`config.mk`:
```
export PLATFORM = sky130hd
export DESIGN_NAME = zigzag_run_length_decoder_core
export DESIGN_NICKNAME = d
export VERILOG_FILES = /design/src/hw/rtl/zzrld_pkg.sv /design/src/hw/rtl/zzrld_ctrl.sv /design/src/hw/rtl/zzrld_datapath.sv /design/src/hw/rtl/zigzag_run_length_decoder_core.sv
export SDC_FILE = /design/constraint.sdc
export NUM_CORES = 1
export LEC_CHECK = 0
export BUFFER_PORTS_ARGS = -buffer_cell sky130_fd_sc_hd__buf_2
export CORE_MARGIN = 10
export CORE_UTILIZATION = 35
export CTS_BUF_LIST = sky130_fd_sc_hd__clkbuf_4 sky130_fd_sc_hd__clkbuf_8
export CTS_CLUSTER_DIAMETER = 120
export DETAILED_ROUTE_END_ITERATION = 8
export HOLD_SLACK_MARGIN = 0.1
export PLACE_DENSITY_LB_ADDON = 0.05
export SKIP_LAST_GASP = 1
export SLEW_MARGIN = 20
export SYNTH_ARGS = -nofsm -noshare
export SYNTH_HDL_FRONTEND = slang
export SYNTH_SLANG_ARGS = --single-unit
```
`constraint.sdc`:
```
create_clock -name aclk -period 6.15 [get_ports aclk]
set_clock_uncertainty 0.2 [all_clocks]
set_input_delay 1.23 -clock aclk [delete_from_list [all_inputs] [get_ports aclk]]
set_output_delay 1.23 -clock aclk [all_outputs]
set_load 0.05 [all_outputs]
```
`src/hw/rtl/zzrld_pkg.sv`:
```
package zzrld_pkg;

    localparam int          WORD_W    = 16;
    localparam int          STRIDE_W  = 13;
    localparam int          OFFSET_W  = 15;
    localparam int          COUNT_W   = 6;
    localparam logic [3:0]  FILL_RUN  = 4'hF;
    localparam logic [COUNT_W-1:0] BLOCK_LAST = 6'd63;
    localparam logic [STRIDE_W-1:0] STRIDE_RESET = 13'd8;

    // diagonal scan order, every diagonal walked with x falling: scan index -> raster position (y*8 + x)
    localparam logic [5:0] SCAN_POS [64] = '{
        6'd0,  6'd1,  6'd8,  6'd2,  6'd9,  6'd16, 6'd3,  6'd10,
        6'd17, 6'd24, 6'd4,  6'd11, 6'd18, 6'd25, 6'd32, 6'd5,
        6'd12, 6'd19, 6'd26, 6'd33, 6'd40, 6'd6,  6'd13, 6'd20,
        6'd27, 6'd34, 6'd41, 6'd48, 6'd7,  6'd14, 6'd21, 6'd28,
        6'd35, 6'd42, 6'd49, 6'd56, 6'd15, 6'd22, 6'd29, 6'd36,
        6'd43, 6'd50, 6'd57, 6'd23, 6'd30, 6'd37, 6'd44, 6'd51,
        6'd58, 6'd31, 6'd38, 6'd45, 6'd52, 6'd59, 6'd39, 6'd46,
        6'd53, 6'd60, 6'd47, 6'd54, 6'd61, 6'd55, 6'd62, 6'd63
    };

    // controller -> datapath
    typedef struct packed {
        logic load;   // capture a new code word
        logic step;   // produce one result into the output register
    } zzrld_cmd_t;

    // datapath -> controller
    typedef struct packed {
        logic out_free;  // output register can take a result this cycle
        logic final_res; // the result being produced ends the current word
    } zzrld_status_t;

endpackage

```
`src/hw/rtl/zzrld_ctrl.sv`:
```
module zzrld_ctrl
    import zzrld_pkg::*;
(
    input  logic          aclk,
    input  logic          aresetn,
    input  logic          s_valid,
    output logic          s_ready,
    input  zzrld_status_t status,
    output zzrld_cmd_t    cmd
);

    localparam logic ST_IDLE = 1'b0;
    localparam logic ST_EMIT = 1'b1;

    logic state_reg;
    logic state_next;

    // word intake only between words
    assign s_ready  = (state_reg == ST_IDLE);
    assign cmd.load = (state_reg == ST_IDLE) && s_valid;
    assign cmd.step = (state_reg == ST_EMIT) && status.out_free;

    always_comb begin
        state_next = state_reg;
        unique case (state_reg)
            ST_IDLE: begin
                if (s_valid) begin
                    state_next = ST_EMIT;
                end
            end
            ST_EMIT: begin
                if (status.out_free && status.final_res) begin
                    state_next = ST_IDLE;
                end
            end
            default: state_next = ST_IDLE;
        endcase
    end

    always_ff @(posedge aclk) begin
        if (!aresetn) begin
            state_reg <= ST_IDLE;
        end else begin
            state_reg <= state_next;
        end
    end

endmodule

```
`src/hw/rtl/zzrld_datapath.sv`:
```
module zzrld_datapath
    import zzrld_pkg::*;
(
    input  logic                       aclk,
    input  logic                       aresetn,
    input  zzrld_cmd_t                 cmd,
    output zzrld_status_t              status,
    input  logic signed [WORD_W-1:0]   s_code_word,
    input  logic                       cfg_valid,
    input  logic [STRIDE_W-1:0]        cfg_line_stride,
    output logic                       m_valid,
    input  logic                       m_ready,
    output logic                       m_is_header,
    output logic signed [WORD_W-1:0]   m_coeff_value,
    output logic [OFFSET_W-1:0]        m_element_offset,
    output logic                       m_last_of_run,
    output logic                       m_block_done,
    output logic                       m_overrun
);

    // control state
    logic                 hdr_reg;
    logic [COUNT_W-1:0]   count_reg;
    logic [STRIDE_W-1:0]  stride_reg;
    logic                 m_valid_reg;

    // payload state
    logic [WORD_W-1:0]    word_reg;
    logic [3:0]           zeros_reg;
    logic                 is_header_reg;
    logic [WORD_W-1:0]    value_reg;
    logic [OFFSET_W-1:0]  offset_reg;
    logic                 last_reg;
    logic                 done_reg;
    logic                 over_reg;

    logic                 fill;
    logic                 zeros_pending;
    logic                 is_zero;
    logic                 at_end;
    logic                 final_res;
    logic [5:0]           pos;
    logic [15:0]          prod;
    logic [OFFSET_W-1:0]  offset;
    logic [WORD_W-1:0]    coeff_sext;

    // decode of the current step
    assign fill          = (word_reg[3:0] == FILL_RUN);
    assign zeros_pending = (zeros_reg != 4'd0);
    assign is_zero       = fill || zeros_pending;
    assign at_end        = (count_reg == BLOCK_LAST);
    assign final_res     = hdr_reg || at_end || !is_zero;
    assign coeff_sext    = {{4{word_reg[WORD_W-1]}}, word_reg[WORD_W-1:4]};

    // raster offset x + y*stride, wrapped to 15 bits
    assign pos    = SCAN_POS[count_reg];
    assign prod   = {13'd0, pos[5:3]} * {3'd0, stride_reg};
    assign offset = prod[OFFSET_W-1:0] + {12'd0, pos[2:0]};

    assign status.out_free  = !m_valid_reg || m_ready;
    assign status.final_res = final_res;

    // control registers
    always_ff @(posedge aclk) begin
        if (!aresetn) begin
            hdr_reg     <= 1'b1;
            count_reg   <= '0;
            stride_reg  <= STRIDE_RESET;
            m_valid_reg <= 1'b0;
        end else begin
            if (cfg_valid) begin
                stride_reg <= cfg_line_stride;
            end
            if (cmd.step) begin
                m_valid_reg <= 1'b1;
                if (hdr_reg) begin
                    hdr_reg   <= 1'b0;
                    count_reg <= '0;
                end else begin
                    count_reg <= count_reg + 1'b1;
                    if (at_end) begin
                        hdr_reg <= 1'b1;
                    end
                end
            end else if (m_ready) begin
                m_valid_reg <= 1'b0;
            end
        end
    end

    // word capture, run countdown and output register
    always_ff @(posedge aclk) begin
        if (cmd.load) begin
            word_reg  <= s_code_word;
            zeros_reg <= s_code_word[3:0];
        end else if (cmd.step && !hdr_reg && !fill && zeros_pending) begin
            zeros_reg <= zeros_reg - 4'd1;
        end
        if (cmd.step) begin
            if (hdr_reg) begin
                is_header_reg <= 1'b1;
                value_reg     <= word_reg;
                offset_reg    <= '0;
                last_reg      <= 1'b1;
                done_reg      <= 1'b0;
                over_reg      <= 1'b0;
            end else begin
                is_header_reg <= 1'b0;
                value_reg     <= is_zero ? '0 : coeff_sext;
                offset_reg    <= offset;
                last_reg      <= final_res;
                done_reg      <= at_end;
                // coefficient dropped when its zeros already reach the block end
                over_reg      <= at_end && !fill && zeros_pending;
            end
        end
    end

    assign m_valid          = m_valid_reg;
    assign m_is_header      = is_header_reg;
    assign m_coeff_value    = value_reg;
    assign m_element_offset = offset_reg;
    assign m_last_of_run    = last_reg;
    assign m_block_done     = done_reg;
    assign m_overrun        = over_reg;

endmodule

```
`src/hw/rtl/zigzag_run_length_decoder_core.sv`:
```
// Zigzag run-length decoder for 8x8 blocks. The first code word of a block is
// passed out as a header result; each later word yields its zero run followed
// by its coefficient (run 15 fills the block with zeros), each at the raster
// offset x + y*line_stride of the next scan position. A run that reaches past
// position 63 is cut there and its last result flags overrun. Results leave one
// per cycle through the single result register stepped by the controller, as
// long as m_ready does not stall it. A header word yields one result, a run
// word up to 15 and a fill from the start of a block up to 64. The next word
// is taken once the last result of the current word is in that register. The
// user must write line_stride on the cfg port only while the block is idle;
// the block itself does not enforce this. The cfg port is always ready.
module zigzag_run_length_decoder_core
    import zzrld_pkg::*;
(
    input  logic                       aclk,
    input  logic                       aresetn,
    input  logic                       cfg_valid,
    output logic                       cfg_ready,
    input  logic [STRIDE_W-1:0]        cfg_line_stride,
    input  logic                       s_valid,
    output logic                       s_ready,
    input  logic signed [WORD_W-1:0]   s_code_word,
    output logic                       m_valid,
    input  logic                       m_ready,
    output logic                       m_is_header,
    output logic signed [WORD_W-1:0]   m_coeff_value,
    output logic [OFFSET_W-1:0]        m_element_offset,
    output logic                       m_last_of_run,
    output logic                       m_block_done,
    output logic                       m_overrun
);

    zzrld_cmd_t    cmd;
    zzrld_status_t status;

    assign cfg_ready = 1'b1;

    zzrld_ctrl u_ctrl (
        .aclk    (aclk),
        .aresetn (aresetn),
        .s_valid (s_valid),
        .s_ready (s_ready),
        .status  (status),
        .cmd     (cmd)
    );

    zzrld_datapath u_datapath (
        .aclk             (aclk),
        .aresetn          (aresetn),
        .cmd              (cmd),
        .status           (status),
        .s_code_word      (s_code_word),
        .cfg_valid        (cfg_valid),
        .cfg_line_stride  (cfg_line_stride),
        .m_valid          (m_valid),
        .m_ready          (m_ready),
        .m_is_header      (m_is_header),
        .m_coeff_value    (m_coeff_value),
        .m_element_offset (m_element_offset),
        .m_last_of_run    (m_last_of_run),
        .m_block_done     (m_block_done),
        .m_overrun        (m_overrun)
    );

endmodule

```
======== After elaboration in Yosys (flattened, before gate mapping) ========
Memories as Yosys holds them, arrays and structs flattened.
Cells that the tools add are included.
storage, ports and cells
  register bits after elaboration ......... 77
  ROM bits ................................ 384
  bits of input ports ..................... 34
  memories kept ........................... 1
memory list
  name             words  bits a word  rd ports  clocked after memory_dff  write ports  line                  RTL
  (no name shown)  64     6            1         0                         0            zzrld_datapath.sv:56  assign pos = SCAN_POS[count_reg];
operators by class
  add/subtract/negate cells ............... 3
  $mul .................................... 1
  magnitude comparators ................... 1
  equality and inequality tests ........... 2
  mux-type cells .......................... 15
  bitwise operators ....................... 2
  reductions and logical operators ........ 19
operator list
  operator             count
  $mux 16              2
  $mux 6               3
  $add 15x3->15        1
  $mul 3x13->15        1
  $logic_and 1x1->1    8
  $mux 4               2
  $ge 7x7->1 const B   1
  $mux 1               7
  $not 6->7            1
  $add 6x1->6 const B  1
  $eq 6x6->1 const B   1
  $eq 4x4->1 const B   1
  $logic_not 1->1      4
  $logic_or 1x1->1     4
  $reduce_bool 2->1    2
  $reduce_bool 4->1    1
  $sub 4x1->4 const B  1
  $pmux 1 s2           1
  $not 1->1            1

======== Logic depth before layout (Yosys ltp) ========
  depth in word-level cells ............... 8
  mapped depth ............................ 19

======== By module ========
From an unflattened synthesis, not the netlist that was laid out.
second synthesis, totals
  cells, all modules ...................... 475
  area, all modules ....................... 4989.8 um^2
modules (own cells, without submodules)
  module                          times used  cells an instance  area an instance (um^2)
  zzrld_datapath                  1           467                4923.5
  zzrld_ctrl                      1           6                  55.1
  zigzag_run_length_decoder_core  1           2                  11.3

======== Least setup slack after synthesis ========
Ideal clock, no wire load.
  path type ............................... register to register
  from .................................... register u_datapath.count_reg[0]
  to ...................................... register u_datapath.offset_reg[10] (netlist: u_datapath.m_element_offset[10]) (data pin)
  setup time .............................. 0.266 ns
  data arrival time ....................... 4.322 ns
  slack ................................... 1.362 ns
  stages on the path, launching flop included .. 17
  buffers on the path ..................... 1
  period minus slack after synthesis ...... 4.788 ns
  cells stage by stage .................... dfxtp_1 inv_1 ha_1 inv_2 mux4_2 mux4_2 buf_6 nand2_1 fa_1 inv_1 fa_1 ha_1 a211oi_1 o211ai_1 a41oi_1 xor2_1 nor2_1
between the ends
  longest elaborated chain between the ends .. 6
RTL lines
  element                                         line                   RTL
  from (decl)                                     zzrld_datapath.sv:23   logic [COUNT_W-1:0] count_reg;
  from (signal assigned)                          zzrld_datapath.sv:80   count_reg <= count_reg + 1'b1;
  $not 6->7 (implied by the code) (*)             zzrld_datapath.sv:56
  $mem_v2 64x6 (*)                                --
  $mux 6 (implied by the code) (*) (2 in series)  zzrld_datapath.sv:56
  $mul 3x13->15                                   zzrld_datapath.sv:57   assign prod = {13'd0, pos[5:3]} * {3'd0, stride_reg};
  $add 15x3->15 (*)                               zzrld_datapath.sv:58   assign offset = prod[OFFSET_W-1:0] + {12'd0, pos[2:0]};
  to (signal assigned)                            zzrld_datapath.sv:110  offset_reg <= offset;
  to (decl)                                       zzrld_datapath.sv:32   logic [OFFSET_W-1:0] offset_reg;
Every way passes the cells marked *; elsewhere a longest branch is shown, timed or not. The select of a mux whose other input is x is not followed.
A chain may end at the register's enable or synchronous reset.

======== Final worst setup path ========
  from .................................... register u_datapath.count_reg[1]
  to ...................................... register u_datapath.offset_reg[13] (netlist: u_datapath.m_element_offset[13]) (data pin)
Same word-level chain as after synthesis.

==> summary.md <==
| Metric | Value |
|---|---|
| Finished Layout Cells | 731 |
| CTS Buffer Depth | 2 |
| RD Place Congestion | 0.9067 |
| Final setup TNS | 0 ps |
| Synth unique cells | 67 |
| Fillers | 1,419 |
| Critical Path RT | 6050 ps |
| CTS tree | built |
| Nets@finish | 632 |
| Clk sink count | 77 |
| Highest clock rate | 192.8 MHz |
| CP Max Fanout | 13 |
| Post-Syn Area | 0.005057 mm2 |
| # rows | 43 |
| Pint | 0.0007907 W |
| Post-CTS Resized | 0 |
| Initial Util | 36.02% |
| Worst path bufs/invs | 2 |
| Final instance area | 0.005694 mm2 |
| Max-slew headroom | 45.00% |
| Flop pwr share | 55.5% |
| CP endpoint kind | flop |
| Hold-fix buffers at CTS | 0 |
| Overall Power | 0.001110 W |
| CP Data Arrival Time | 5090 ps |
| WS Path Type | flop to flop |
| Routed vias | 3,689 |
| Slowest CP cell | mux4_2 |
| First-pass iteration count of the detailed router | 4 |
| Pin count of the biggest net entering global routing | 27 |
| Synth async-reset ratio | 0% |
| Grt met3 use | 3.617% |
| Clk pwr share | 30.6% |
| Hold depth | 2 |
| NetSw | 0.0003195 W |
| Largest vdd supply drop | 0.1399 mV |
| H-tree lvl count | 3 |
| Most frequent CP cell | ha_1 |
| Worst-Skew Late Latency | 360 ps |
| Reg clk slew, reported paths | 80 ps |
| Overall Global Routing Usage | 12.10% |
| Register area | 0.002092 mm2 |
| Tightest Hold Check Type | flop to flop |
| Root buffer cell | clkbuf_8 |
| Critical path startpoint category | flop |
| Post-detail-place hpwl | 9141 um |
| Cells after DPL | 715 |
| Avg Inst Size Synth | 10.45 um2 |
| Max-cap violation count | 0 |
| CP Depth | 14 |
| DR DRC count | 0 |
| Routed len/inst | 16.01 um |
| CP top delay family | adder cells |
| R2r setup slk | 960 ps |
| Final WL | 11,700 um |
| I/O pin count | 72 |
| Buffers added on ports | 70 |
| Avg Vias per Cell | 5.047 |
| Die Ht | 140.2 um |
| Post-synth EDFFs | 55 |
| Final Hold Viols | 0 |
| Number of global-route vias before repair | 3,767 |
| Post-CTS setup buffer count | 0 |
| Setup Viol. Count Final | 0 |
| Layout cells sized above 1 | 18.69% |
| Met1 Use GR | 16.57% |
| Max Transition Viols Final | 0 |
| DIE WIDTH | 140.2 um |
| Status | complete, no violations |
| Mapped Cells | 484 |
| Seq/Total Area, Yosys | 41.37% |
| First-pass GRT wire length | 19,640 um |
| Mapped Nets | 570 |
| Crit share post-route | 84.33% |
| Synth Flop Type | edfxtp_1 |
| N_diodes | 0 |
| Yosys reg bits | 77 |
| Initial antenna violation count | 0 |
| Final Critical Period | 5187 ps |
| GR peak layer | met2 |
| Dpl ws | 975.4 ps |
| RSZ-0062 raised after global routing | false |
| Num CTS Buffers | 9 |
| Slowest cell delay on critical path | 580 ps |
| R2r worst-path depth | 14 |
| Switching share of total power | 28.78% |
| Layout area overhead | 12.59% |
| Met2 global-route usage | 17.98% |
| CP Cell Sequence | inv_1 -> ha_1 -> inv_2 -> mux4_2 -> mux4_2 -> and2_1 -> fa_1 -> ha_1 -> ha_1 -> nor2b_1 -> o2111a_1 -> or3_1 -> a311oi_1 -> o22ai_1 |
| Logic pwr share | 14.0% |
| Setup ws final | 963.5 ps |
| Post-Place Cell Area | 0.005524 mm2 |
| Detail Route Antenna Nets | 0 |
| Power density cells | 195.0 mW/mm2 |
| Core Region | 0.01404 mm2 |
| Pleak | 2.419 nW |
| Iteration-0 DRC count of the detailed router | 189 |
| Total grt overflow | 0 |
| Slew @ Worst Pin | 823.9 ps |
| Full die area | 0.01966 mm2 |
| Area of the multi-input gates | 0.002726 mm2 |
| Synth warnings | 0 |
==> placed cells by master, fill, tap and decap left out, drive strengths merged, types with 21 or more instances in the layout <==
master	instances
buf	77
edfxtp	55
ha	39
and2	38
nand2	31
a21oi	31
nor2	28
nor2b	25
o21ai	23
dfxtp	22
inv	21
==> worst min-delay path, cell delays in order, from the launching register on <==
cell	delay (ps)
dfxtp_1	310
nand2b_1	70
a21boi_0	80
==> final timing paths <==
path,startpoint,endpoint
min,u_datapath.m_valid,u_datapath.m_valid
max reg2reg,u_datapath.count_reg[1],u_datapath.m_element_offset[13]
min reg2reg,u_datapath.m_valid,u_datapath.m_valid
max,u_datapath.count_reg[1],u_datapath.m_element_offset[13]
==> cell usage after synthesis (all sizes together) (11+ instances only) <==
| library cell | n | area share (%) |
|---|---|---|
| a21oi | 31 | 3.1 |
| a22o | 12 | 2.1 |
| and2 | 38 | 4.7 |
| clkbuf | 17 | 1.7 |
| dfxtp | 22 | 8.7 |
| edfxtp | 55 | 33 |
| fa | 13 | 5.1 |
| ha | 39 | 9.6 |
| inv | 20 | 1.5 |
| mux2i | 18 | 3.6 |
| nand2 | 31 | 2.3 |
| nor2 | 28 | 2.1 |
| nor2b | 25 | 3.1 |
| nor3 | 11 | 1.1 |
| o21ai | 23 | 2.3 |
==> power groups by stage <==
stage	registers [W]	logic (W)	clock network, W
after global placement	0.000628	0.000157	0
after detailed placement	0.000628	0.000157	0
final	0.000616	0.000155	0.000339
after CTS	0.000617	0.000158	0.000358
after floorplan	0.000674	0.0000632	0
after global routing	0.000621	0.000169	0.000381
==> area by class of cell <==
| type | instances | share of cell area (%) |
|---|---|---|
| clock buffer | 10 | 2.307 |
| clock inverter | 6 | 0.6812 |
| inverter | 20 | 1.362 |
| multi-input combinational | 361 | 47.88 |
| sequential | 77 | 36.74 |
| tap | 180 | 3.955 |
| timing repair buffer | 77 | 7.075 |
==> routing by layer <==
layer | up-vias | part of all wire [%]
li1 | 1874 | -
met1 | 1719 | 50
met2 | 87 | 44
met3 | 9 | 5.7
met4 | 0 | 0.98
met5 | - | 0
==> through the flow <==
stage,hold slack (ps),utilization (%)
detailed placement,307.4,39.34
finish,310.3,40.55
global placement,291.3,39.34
CTS,319.2,40.55
global route,344.6,40.55
floorplan,261.9,-
==> cell families after synthesis <==
family | share of synthesized area [%]
adders and majority gates | 14.79
xor gates and xnor gates | 1.559
muxes | 5.344
AOI/OAI and AO/OA | 14.32
and+or+nand+nor | 17.81
other | 0.07415
DFF | 41.37
buffers and inverters | 4.725
Note: power is estimated with default switching activity, not from simulation.
